`config.mk`:
```
export PLATFORM = sky130hd
export DESIGN_NAME = mct_fifo
export DESIGN_NICKNAME = d
export VERILOG_FILES = /design/src/hw/rtl/mct_pkg.sv /design/src/hw/rtl/mct_fifo.sv
export SDC_FILE = /design/constraint.sdc
export NUM_CORES = 1
export LEC_CHECK = 0
export BUFFER_PORTS_ARGS = -buffer_cell sky130_fd_sc_hd__buf_4
export CAP_MARGIN = 20
export CORE_MARGIN = 8
export CORE_UTILIZATION = 35
export DETAILED_ROUTE_END_ITERATION = 12
export GPL_ROUTABILITY_DRIVEN = 0
export HOLD_SLACK_MARGIN = 0.12
export SYNTH_ARGS = -nofsm -noshare
export SYNTH_HDL_FRONTEND = slang
export SYNTH_SLANG_ARGS = --single-unit
```
`constraint.sdc`:
```
create_clock -name clk -period 2.7 [get_ports clk]
set_input_delay 0.405 -clock clk [delete_from_list [all_inputs] [get_ports clk]]
set_output_delay 0.405 -clock clk [all_outputs]
set_load 0.03 [all_outputs]
```
`src/hw/rtl/mct_pkg.sv`:
```
// Shared types, codes and arithmetic helpers for the congruence transform block.
package mct_pkg;

	// op codes carried on the input tuser
	localparam logic [1:0] OP_LOAD_M = 2'd0;
	localparam logic [1:0] OP_LOAD_C = 2'd1;
	localparam logic [1:0] OP_START  = 2'd2;

	// configuration register indexes
	localparam logic REG_SO_COUNT = 1'b0;
	localparam logic REG_MO_COUNT = 1'b1;

	localparam logic [3:0] SIZE_RESET = 4'd8;

	// command queue between front and back
	localparam int QUEUE_DEPTH = 4;

	// exact accumulator: 64-bit products, up to 64 terms, plus headroom
	localparam int ACC_W = 72;

	typedef enum logic [1:0] {
		CMD_LOAD_M,
		CMD_LOAD_C,
		CMD_START
	} cmd_kind_t;

	typedef struct packed {
		cmd_kind_t   kind;
		logic [2:0]  row;
		logic [2:0]  col;
		logic [31:0] value;
	} cmd_t;

	// floor shift right 16, then saturate to signed 32 bits
	function automatic logic signed [31:0] sat_shift(input logic signed [ACC_W-1:0] a);
		logic [ACC_W-48:0] hi;
		logic signed [31:0] res;
		hi = a[ACC_W-1:47];
		if ((&hi) || !(|hi))
			res = a[47:16];
		else if (a[ACC_W-1])
			res = 32'sh8000_0000;
		else
			res = 32'sh7FFF_FFFF;
		return res;
	endfunction

endpackage

```
`src/hw/rtl/mct_fifo.sv`:
```
// Short command queue between intake and compute engine.
module mct_fifo (
	input  logic          clk,
	input  logic          arst_n,
	input  logic          push,
	input  mct_pkg::cmd_t push_cmd,
	output logic          full,
	input  logic          pop,
	output logic          valid,
	output mct_pkg::cmd_t head
);

	import mct_pkg::*;

	localparam int QW = $clog2(QUEUE_DEPTH);

	cmd_t          mem_q [QUEUE_DEPTH];
	logic [QW-1:0] wr_ptr_q;
	logic [QW-1:0] rd_ptr_q;
	logic [QW:0]   count_q;

	assign valid = (count_q != '0);
	assign full  = (count_q == (QW+1)'(QUEUE_DEPTH));
	assign head  = mem_q[rd_ptr_q];

	always_ff @(posedge clk) begin
		if (push) begin
			mem_q[wr_ptr_q] <= push_cmd;
		end
	end

	always_ff @(posedge clk or negedge arst_n) begin
		if (!arst_n) begin
			wr_ptr_q <= '0;
			rd_ptr_q <= '0;
			count_q  <= '0;
		end else begin
			if (push) begin
				wr_ptr_q <= wr_ptr_q + QW'(1);
			end
			if (pop) begin
				rd_ptr_q <= rd_ptr_q + QW'(1);
			end
			if (push && !pop) begin
				count_q <= count_q + (QW+1)'(1);
			end else if (pop && !push) begin
				count_q <= count_q - (QW+1)'(1);
			end
		end
	end

endmodule

```
======== Word level (Yosys, flattened, before mapping) ========
Memory sizes are Yosys's and may differ from the RTL's.
Cells that the tools add are included.
word-level totals
  register bits after elaboration ......... 7
  RAM bits ................................ 160
  input port bits ......................... 44
  output and inout port bits .............. 42
  word-level logic and storage cells ...... 19
  memories kept ........................... 1
cells by class
  add/sub/neg operators ................... 4
  eq/ne operators ......................... 1
  mux-type cells .......................... 4
  reductions and logical operators ........ 6
memory list
  name   words  width  rd ports  clocked after Yosys merged registers in  write ports  RTL line        RTL
  mem_q  4      40     1         0                                        1            mct_fifo.sv:17  cmd_t mem_q [QUEUE_DEPTH];
operator list
  operator                                                            count
  3-bit 2-to-1 mux                                                    2
  2-bit by 1-bit adder with 2-bit output, second input constant       2
  3-bit by 1-bit adder with 3-bit output, second input constant       1
  3-bit == test, second input constant                                1
  3-bit nonzero test                                                  1
  3-bit by 1-bit subtractor with 3-bit output, second input constant  1
  1-bit logical AND                                                   2
  1-bit logical NOT                                                   2
  1-bit 2-to-1 mux                                                    2
  2-bit nonzero test                                                  1

======== Logic depth before layout (Yosys ltp) ========
Gate-level depths: netlist (run 1).
  word-level depth ........................ 4
  gate-level depth with buffers ........... 7
  gate-level depth less buffers ........... 7

======== Worst setup path before layout (run 1) ========
Ideal clock, no wire load.
  path type ............................... register to register
  start ................................... reg wr_ptr_q[0]
  end ..................................... mem mem_q[2][0] (netlist bit) (enable)
  data arrival time ....................... 1.584 ns
  required time ........................... 2.299 ns
  setup slack ............................. 0.715 ns
  cell stages (with the launch flop) ...... 4
  cells stage by stage .................... dfrtp_1 inv_1 ha_1 and2_1
RTL lines
  item                    RTL line        RTL
  start, declared         mct_fifo.sv:18  logic [QW-1:0] wr_ptr_q;
  start signal, assigned  mct_fifo.sv:39  wr_ptr_q <= wr_ptr_q + QW'(1);
  end, declared           mct_fifo.sv:17
Straight into the memory's write port.

==> results of run 1 <==
## worst min path at each step
stage | from | endpoint | slack (ns) | depth (start not counted)
after global placement | arst_n | count_q[2] | 0.23 | 1
after global routing | push_cmd[10] | mem_q[2][10] | 0.16 | 1
after CTS | push_cmd[10] | mem_q[3][10] | 0.16 | 1
after detailed placement | arst_n | count_q[2] | 0.23 | 1
final | push_cmd[25] | mem_q[1][25] | 0.18 | 1
after floorplan | arst_n | count_q[0] | 0.11 | 0
## through the flow
stage,instances,instance area (um2),setup WS (ns),total power [uW]
CTS,584,7730,0.1808,9237
finish,584,7730,0.2511,9070
global route,584,7730,0.1260,9488
global placement,552,7157,0.6504,6862
detailed placement,552,7157,0.6497,6926
floorplan,244,6220,0.7152,5823
## flip-flops by register name (all words and copies together) (netlist names)
register / flops
count_q: 3
mem_q: 160
rd_ptr_q: 2
wr_ptr_q: 2
## synth_stat cells (all sizes together)
library cell    n  area share, %
mux4           40             15
edfxtp        160             77
xnor2           2           0.28
fa              1           0.32
nor3b           1           0.12
mux2            1           0.18
ha              5            1.0
and2            4           0.40
clkbuf          1          0.060
inv             4           0.24
nor2            1          0.060
o21ai           1          0.080
nand2           2           0.12
or3             1           0.10
xor2            4           0.56
buf             9            1.8
dfrtp           7            2.8
## worst max-delay path: stages (launching register included)
cell and delay (ns):
dfrtp_4 0.62, buf_4 0.29, mux4_2 0.53, buf_4 0.18
## logic make-up (layout without fill, tap and decap cells)
family                   count (synthesis)  count (layout)  synth area share (%)
AO/OA/AOI/OAI                            1               1               0.08039
multiplexers                            41              41                 14.79
XOR/XNOR                                 6               6                0.8449
flip-flops                             167             167                 80.06
buffers and inverters                   14             129                 2.092
AND/OR/NAND/NOR                          9               9                0.8047
adder cells (fa/ha/maj)                  6               6                 1.328
## routing by layer
| metal | up-vias | part of all wire (%) | wire (um) |
|---|---|---|---|
| met5 | - | 0 | 0 |
| met4 | 0 | 1.4 | 159 |
| met3 | 14 | 6.2 | 732 |
| met2 | 76 | 50 | 5887 |
| met1 | 1429 | 42 | 4957 |
| li1 | 1236 | - | - |
## timing repair
action / in CTS / in global routing
hold endpoints to repair: 7 / 0
setup buffers: 0 / 0
hold buffers: 1 / 0
resized for setup: 0 / 0
## power by group
| group | switching [uW] | internal [uW] | total [uW] |
|---|---|---|---|
| sequential | 231 | 3400 | 3630 |
| clock | 940 | 1350 | 2290 |
| combinational | 1800 | 1350 | 3140 |
| total | 2970 | 6100 | 9070 |
## area by class of cell
class                           count  area [um2]  share of cell area (%)
Sequential cell                   167        4985                   64.49
Multi-Input combinational cell     63        1115                   14.42
Timing Repair Buffer               94       770.7                   9.971
Clock buffer                       19       432.9                   5.601
Tap cell                          225       281.5                   3.642
Clock inverter                     12       130.1                   1.683
Inverter                            4       15.01                  0.1942
==> impl_metrics.csv, run 1 <==
group,metric,value,unit
grt,use_met3,4.339,%
pwr,ir_drop,601.7,uV
setup_path,startpoint,"rd_ptr_q[0]",
sta,finalHoldViolations,0,
layout,diodes,0,
routing,initialDrtViolationCount,92,
die,core_area,17360,um2
setup_path,r2r_cells,4,
sta,tns,0,ns
sta,hold_ws,0.1846,ns
layout,area_growth,24.28,%
grt,globalRouteOverflowTotal,0,
sta,finalCritPeriodShare,90.70,%
synth,ys_warn_count,0,
layout,fin_util,44.54,%
routing,wl,11740,um
synth,synth-seq-cells,167,
layout,final_common_cell,"edfxtp_1",
grt,track_usage,11.35,%
synth,synth_area_per_cell,25.49,um2
clocking,cts_root_buffer,"clkbuf_16",
setup_path,worst_ep_arrival_time,2.04,ns
synth,seq_area_frac_synth,80.06,%
clocking,worstSkewPairLatency,0.42,ns
job,maxCapViolCount,0,
min_path,hold_path.class,"in2reg",
grt,gr-usage-met1,13.20,%
layout,fill_cells,1452,
setup_path,worstPathRequired,2.30,ns
die,die_area,22290,um2
clocking,clockBufferDepth,2,
die,start_util,35.83,%
clocking,clock-sinks,167,
clocking,numCtsBuffers,17,
clocking,cts_max_level,4,
routing,vias,2755,
layout,nNetsFinal,397,
setup_path,critical_path_class,"reg2out",
sta,skew,0.006827,ns
sta,maxSlewHeadroom,63.47,%
die,rows,48,
setup_path,cp-end-kind,"output pin",
sta,grt_setup_unrepaired,"false",
sta,layout_min_cycle_time,2.449,ns
grt,grt_max_degree,32,
setup_path,r2r_end,"mem_q[2][22]",
clocking,tritoncts,"yes",
routing,viasPerCell,4.717,
grt,grt_antenna_before_repair,0,
routing,drcViolationCount,0,
routing,wl_per_cell,20.10,um
synth,netlist_area,6220,um2
pwr,cellPowerDensity,1173,nW/um2
layout,mostFrequentLayoutCells,"160 x edfxtp_1, 88 x buf_4, 38 x mux4_2, 17 x clkbuf_16",
sta,finalSetupViolCount,0,
grt,top_usage_layer,"met2",
clocking,path_clk_slew,0.06,ns
setup_path,crit_end,"head[34]",
grt,grt_pass1_wl,18370,um
placed_design,dp_hpwl,7521,um
synth,ys_types,20,
setup_path,path_max_fanout,15,
grt,use_met2,18.62,%
grt,grt_pass1_vias,3215,
sta,tightestPinTransition,0.5479,ns
setup_path,r2r_start,"wr_ptr_q[0]",
pwr,p_leak,0.002661,uW
layout,drive_above_1_share,46.24,%
setup_path,reg2reg_slack,0.96,ns
outcome,status,"finished, final reports clean",
setup_path,start_kind,"flip-flop",
synth,synth_nets,294,
sta,max_freq,408.4,MHz
synth,synthCells,244,
die,io_pins,86,
placed_design,io_buffer_count,85,
routing,firstDrtPassIters,3,
sta,slew_viol_final,0,
die,die_w,149.3,um
die,die_h,149.3,um
routing,ant_nets,0,
(Power assumes the default switching activity.)
==> run 2, diff against run 1 <==
--- a/config.mk
+++ b/config.mk
@@ -5,6 +5,7 @@
 export SDC_FILE = /design/constraint.sdc
 export NUM_CORES = 1
 export LEC_CHECK = 0
+export ABC_AREA = 1
 export BUFFER_PORTS_ARGS = -buffer_cell sky130_fd_sc_hd__buf_4
 export CAP_MARGIN = 20
 export CORE_MARGIN = 8
==> impl_metrics.csv, run 2 <==
group,metric,value,unit
setup_path,start_kind,"flip-flop",
layout,largest_reg_flops,160,
sta,max_freq,420.5,MHz
placed_design,placed_cell_area,7944,um2
setup_path,r2r_end,"mem_q[2][13]",
min_path,hold_start,"pop",
clocking,cts_root_buffer,"clkbuf_16",
routing,initialDrtViolationCount,162,
setup_path,path_max_fanout,47,
clocking,numCtsBuffers,17,
pwr,finalPower,10210,uW
synth,synth_top_area_cell,"edfxtp_1",
synth,synth-main-ff-cell,"edfxtp_1",
synth,synth_top_family_by_area,"compound AO/OA/AOI/OAI gates",
routing,viasPerCell,4.533,
synth,synth-xor-area-share,0.5015,%
pwr,ir_drop,872.4,uV
layout,final_common_cell,"edfxtp_1",
grt,track_usage,12.06,%
synth,synth_top_area_share,68.78,%
routing,wl,14340,um
sta,hold_ws,0.1844,ns
clocking,cts_max_level,4,
setup_path,reg2reg_slack,0.82,ns
routing,drcViolationCount,0,
synth,muxShareOfSynthArea,0,%
setup_path,worst_ep_arrival_time,1.97,ns
sta,finalHoldViolations,0,
pwr,swShare,39.50,%
job,maxCapViolCount,0,
grt,grt_pass1_wl,22510,um
layout,largest-register,"mem_q",
sta,slew_viol_final,0,
sta,tightestPinTransition,0.6234,ns
clocking,worstSkewPairLatency,0.42,ns
placed_design,io_buffer_count,85,
layout,mostFrequentLayoutCells,"160 x edfxtp_1, 134 x nand2_1, 90 x buf_4, 87 x inv_1",
routing,firstDrtPassIters,5,
placed_design,placedCellCount,851,
routing,ant_nets,0,
clocking,clock-sinks,167,
die,core_area,19530,um2
layout,nNetsFinal,656,
setup_path,critical_path_class,"reg2out",
placed_design,dp_hpwl,9133,um
pwr,combPwrFrac,41.3,%
pwr,p_int,6174,uW
layout,drive_above_1_share,28.43,%
clocking,clockBufferDepth,2,
min_path,hold_path.class,"in2reg",
die,die_w,157.3,um
grt,globalRouteOverflowTotal,0,
routing,vias,4007,
synth,synth-simple-area-share,7.487,%
die,die_area,24740,um2
synth,yosysMostFrequentCell,"edfxtp_1",
synth,synth_fa_ha_area_share,1.182,%
synth,netlist_area,6985,um2
layout,area_growth,22.03,%
sta,grt_setup_unrepaired,"false",
synth,yosys-top-cells-area,"edfxtp_1 69%, nand2_1 7.2%, o211ai_2 7.2%",
synth,synthCells,516,
synth,synth-seq-cells,167,
synth,ys_warn_count,0,
die,rows,51,
sta,skew,0.01114,ns
setup_path,r2r_cells,5,
grt,grt_max_degree,48,
pwr,power.switching,4032,uW
synth,postSynth.asyncResetShare,4.192,%
die,die_h,157.3,um
pwr,cellPowerDensity,1197,nW/um2
synth,ys_top_cells_by_count,"160 x edfxtp_1, 134 x nand2_1, 91 x inv_1, 40 x o211ai_1, 40 x o211ai_2",
setup_path,worstPathRequired,2.30,ns
synth,synth_area_per_cell,13.54,um2
min_path,min_to,"rd_ptr_q[0]",
grt,grt_antenna_before_repair,0,
layout,diodes,0,
clocking,ctsResizeCount,0,
pwr,p_leak,0.003433,uW
grt,grt_pass1_vias,4341,
synth,ys_types,21,
die,start_util,35.77,%
routing,wl_per_cell,16.22,um
die,io_pins,86,
layout,fill_cells,1810,
pwr,clockPowerShare,22.6,%
layout,top_regs,"mem_q: 160 flops, count_q: 3 flops",
layout,final_area,8524,um2
min_path,whs_path_depth,2,
clocking,tritoncts,"yes",
clocking,path_clk_slew,0.06,ns
sta,finalCritPeriodShare,88.08,%
sta,tns,0,ns
setup_path,r2r_start,"wr_ptr_q[0]",
setup_path,cp-end-kind,"output pin",
sta,finalSetupViolCount,0,
synth,seq_area_frac_synth,71.29,%
sta,layout_min_cycle_time,2.378,ns
layout,stdcell_count,884,
synth,synth_nets,566,
outcome,status,"finished, final reports clean",
synth,synth-compound-area-share,11.54,%
pwr,seq_power_share,36.1,%
synth,synth_edf_count,160,
sta,maxSlewHeadroom,58.38,%
## run 2: changes by cell type after synthesis, moves of 8 or more
cell      previous run  this run
buf_2                4        12
buf_6                1         9
inv_1                4        91
mux4_2              38         0
nand2_1              2       134
o211ai_1             0        40
o211ai_2             0        40
## run 2: how the worst max path moves through the flow
stage,cells after the start,endpoint,slack [ns],start
floorplan,3,mem_q[0][0],0.82,push
detailed placement,5,head[21],0.76,rd_ptr_q[0]
global route,5,head[21],0.18,rd_ptr_q[0]
global placement,5,head[21],0.78,rd_ptr_q[0]
finish,5,head[21],0.32,rd_ptr_q[0]
CTS,5,head[21],0.29,rd_ptr_q[0]
## run 2: critical path, cell delays in order, from the launching register on
cell,delay [ns]
dfrtp_4,0.81
buf_4,0.31
nand2_1,0.10
o211ai_2,0.06
nand2_1,0.09
buf_4,0.18
## run 2: metal layers
metal  share of wire (%)  GRT usage (%)  up-vias
met2                  55          22.32       76
met5                   0              0        -
met1                  40          12.85     1963
li1                    -              -     1956
met4                 1.3          3.490        0
met3                 4.7          3.894       12
## run 2: area by class of cell
class | count | area, um2 | share of cell area (%)
clock inverters | 15 | 145.1 | 1.703
flip-flops and latches | 167 | 4985 | 58.48
well taps | 265 | 331.6 | 3.890
multi-input cells | 229 | 1446 | 16.97
repair buffers | 99 | 845.8 | 9.922
inverters | 92 | 345.3 | 4.051
clock buffers | 17 | 425.4 | 4.990
## run 2: cells by family (layout without fill, tap and decap cells)
kind of cell,after synthesis,in the layout
compound gates,81,81
xor+xnor,4,4
fa+ha+maj,6,6
buf+inv,120,223
flops,167,167
simple gates,138,138
## run 2: per-stage QoR
| step | utilization [%] | setup WS (ns) |
|---|---|---|
| 2_1_floorplan | - | 0.8240 |
| 6_report | 43.66 | 0.3218 |
| 3_5_place_dp | 40.68 | 0.7594 |
| 5_1_grt | 43.66 | 0.1754 |
| 3_3_place_gp | 40.68 | 0.7826 |
| 4_1_cts | 43.66 | 0.2945 |
## run 2: power groups by stage
stage / Combinational (uW) / Sequential [uW] / Clock (uW)
2_1_floorplan: 2980 / 3580 / 0
3_3_place_gp: 4260 / 3710 / 0
3_5_place_dp: 4330 / 3750 / 0
4_1_cts: 4340 / 3690 / 2370
5_1_grt: 4580 / 3750 / 2470
6_report: 4210 / 3690 / 2310
## run 2: timing repair
action,4_1_cts,5_1_grt
endpoints found under the hold margin,7,0
hold buffers,1,0
setup buffers,0,0
==> run 3, diff against run 2 <==
--- a/config.mk
+++ b/config.mk
@@ -8,11 +8,12 @@
 export ABC_AREA = 1
 export BUFFER_PORTS_ARGS = -buffer_cell sky130_fd_sc_hd__buf_4
 export CAP_MARGIN = 20
-export CORE_MARGIN = 8
+export CORE_MARGIN = 3
 export CORE_UTILIZATION = 35
 export DETAILED_ROUTE_END_ITERATION = 12
 export GPL_ROUTABILITY_DRIVEN = 0
 export HOLD_SLACK_MARGIN = 0.12
+export PLACE_DENSITY_LB_ADDON = 0.3
 export SYNTH_ARGS = -nofsm -noshare
 export SYNTH_HDL_FRONTEND = slang
 export SYNTH_SLANG_ARGS = --single-unit
==> impl_metrics.csv, run 3 (synthesis results as in run 2) <==
group,metric,value,unit
outcome,status,"finished, final reports clean",
grt,globalRouteOverflowTotal,0,
setup_path,r2r_end,"mem_q[0][36]",
job,maxCapViolCount,0,
min_path,min_to,"mem_q[2][18]",
routing,drt-met1-wl,5573,um
clocking,cts_root_buffer,"clkbuf_16",
grt,grt_pass1_vias,3965,
setup_path,reg2reg_slack,1.01,ns
grt,track_usage,12.98,%
routing,highest_layer,"met4",
sta,slew_viol_final,0,
layout,largest_reg_flops,160,
sta,finalCritPeriodShare,89.18,%
die,die_area,21690,um2
layout,final_area,8431,um2
pwr,p_leak,0.003399,uW
layout,area_growth,20.69,%
routing,dr_wl_met2,7243,um
die,start_util,35.77,%
layout,mostFrequentLayoutCells,"160 x edfxtp_1, 134 x nand2_1, 87 x inv_1, 87 x buf_4",
sta,maxSlewHeadroom,64.06,%
sta,skew,0.005279,ns
die,die_w,147.3,um
routing,firstDrtPassIters,4,
layout,final_common_cell,"edfxtp_1",
clocking,path_clk_slew,0.06,ns
sta,tns,0,ns
clocking,tritoncts,"yes",
sta,grt_setup_unrepaired,"false",
min_path,hold_path.class,"in2reg",
grt,grt_pass1_wl,21250,um
grt,grt_max_degree,71,
setup_path,worst_ep_arrival_time,2.00,ns
clocking,clockBufferDepth,2,
routing,met3_length,590,um
routing,drcViolationCount,0,
layout,largest-register,"mem_q",
clocking,worstSkewPairLatency,0.42,ns
sta,hold_ws,0.1830,ns
sta,finalHoldViolations,0,
die,rows,51,
layout,nNetsFinal,652,
pwr,cellPowerDensity,1178,nW/um2
clocking,cts_setup_buffers,0,
routing,viasPerCell,4.448,
clocking,cts_max_level,4,
layout,top_regs,"mem_q: 160 flops, count_q: 3 flops",
layout,diodes,0,
layout,drive_above_1_share,27.41,%
placed_design,io_buffer_count,85,
pwr,ir_drop,555.7,uV
routing,wl_per_cell,15.51,um
routing,ant_nets,0,
setup_path,worstPathRequired,2.30,ns
clocking,clock-sinks,167,
placed_design,placed_cell_area,7901,um2
die,core_area,19530,um2
setup_path,path_max_fanout,70,
min_path,whs_path_depth,1,
routing,initialDrtViolationCount,172,
die,die_h,147.3,um
sta,tightestPinTransition,0.5391,ns
sta,finalSetupViolCount,0,
min_path,hold_start,"push_cmd[18]",
setup_path,cp-end-kind,"output pin",
sta,layout_min_cycle_time,2.408,ns
sta,max_freq,415.3,MHz
grt,grt_antenna_before_repair,0,
die,io_pins,86,
setup_path,start_kind,"flip-flop",
routing,vias,3905,
routing,wl,13620,um
placed_design,dp_hpwl,8184,um
setup_path,critical_path_class,"reg2out",
setup_path,r2r_start,"wr_ptr_q[0]",
clocking,numCtsBuffers,17,
setup_path,r2r_cells,5,
[run 3: critical path, cell delays in order (launching register included)]
cell and delay [ns]:
dfrtp_4 0.74, buf_12 0.37, nand2_1 0.09, o211ai_1 0.09, nand2_1 0.10, buf_4 0.18
[run 3: metrics by stage]
stage	utilization (%)	setup slack (ns)	power, uW	instances
4_1_cts	43.18	0.2613	10090	878
2_1_floorplan	-	0.8240	6562	516
5_1_grt	43.18	0.1337	10510	878
6_report	43.18	0.2920	9927	878
3_5_place_dp	40.47	0.7311	7931	847
3_3_place_gp	40.47	0.7538	7850	847
[run 3: what timing repair did]
item | in CTS | in global routing
hold buffers | 1 | 0
resized for setup | 0 | 0
hold endpoints to repair | 7 | 0
[run 3: worst max-delay path by stage]
stage	startpoint	end	slack, ns
5_1_grt	rd_ptr_q[0]	head[19]	0.13
6_report	rd_ptr_q[0]	head[30]	0.29
2_1_floorplan	push	mem_q[0][0]	0.82
3_3_place_gp	rd_ptr_q[0]	head[26]	0.75
3_5_place_dp	rd_ptr_q[0]	head[30]	0.73
4_1_cts	rd_ptr_q[0]	head[30]	0.26
[run 3: routing by layer]
metal	GRT usage, %	vias up
met5	0	-
met3	3.763	16
met2	23.16	74
li1	-	1947
met4	4.846	0
met1	14.77	1868
[run 3: area by class of cell]
type,instances,area (um2)
Timing Repair Buffer,95,803.3
Multi-Input combinational cell,229,1446
Inverter,92,345.3
Clock inverter,11,86.33
Clock buffer,19,432.9
Sequential cell,167,4985
Tap cell,265,331.6
Fill cell,1781,11100
[run 3: power breakdown]
group          switching [uW]  internal, uW
Combinational            2700          1420
Sequential                257          3400
Clock                     902          1240
Total                    3860          6060
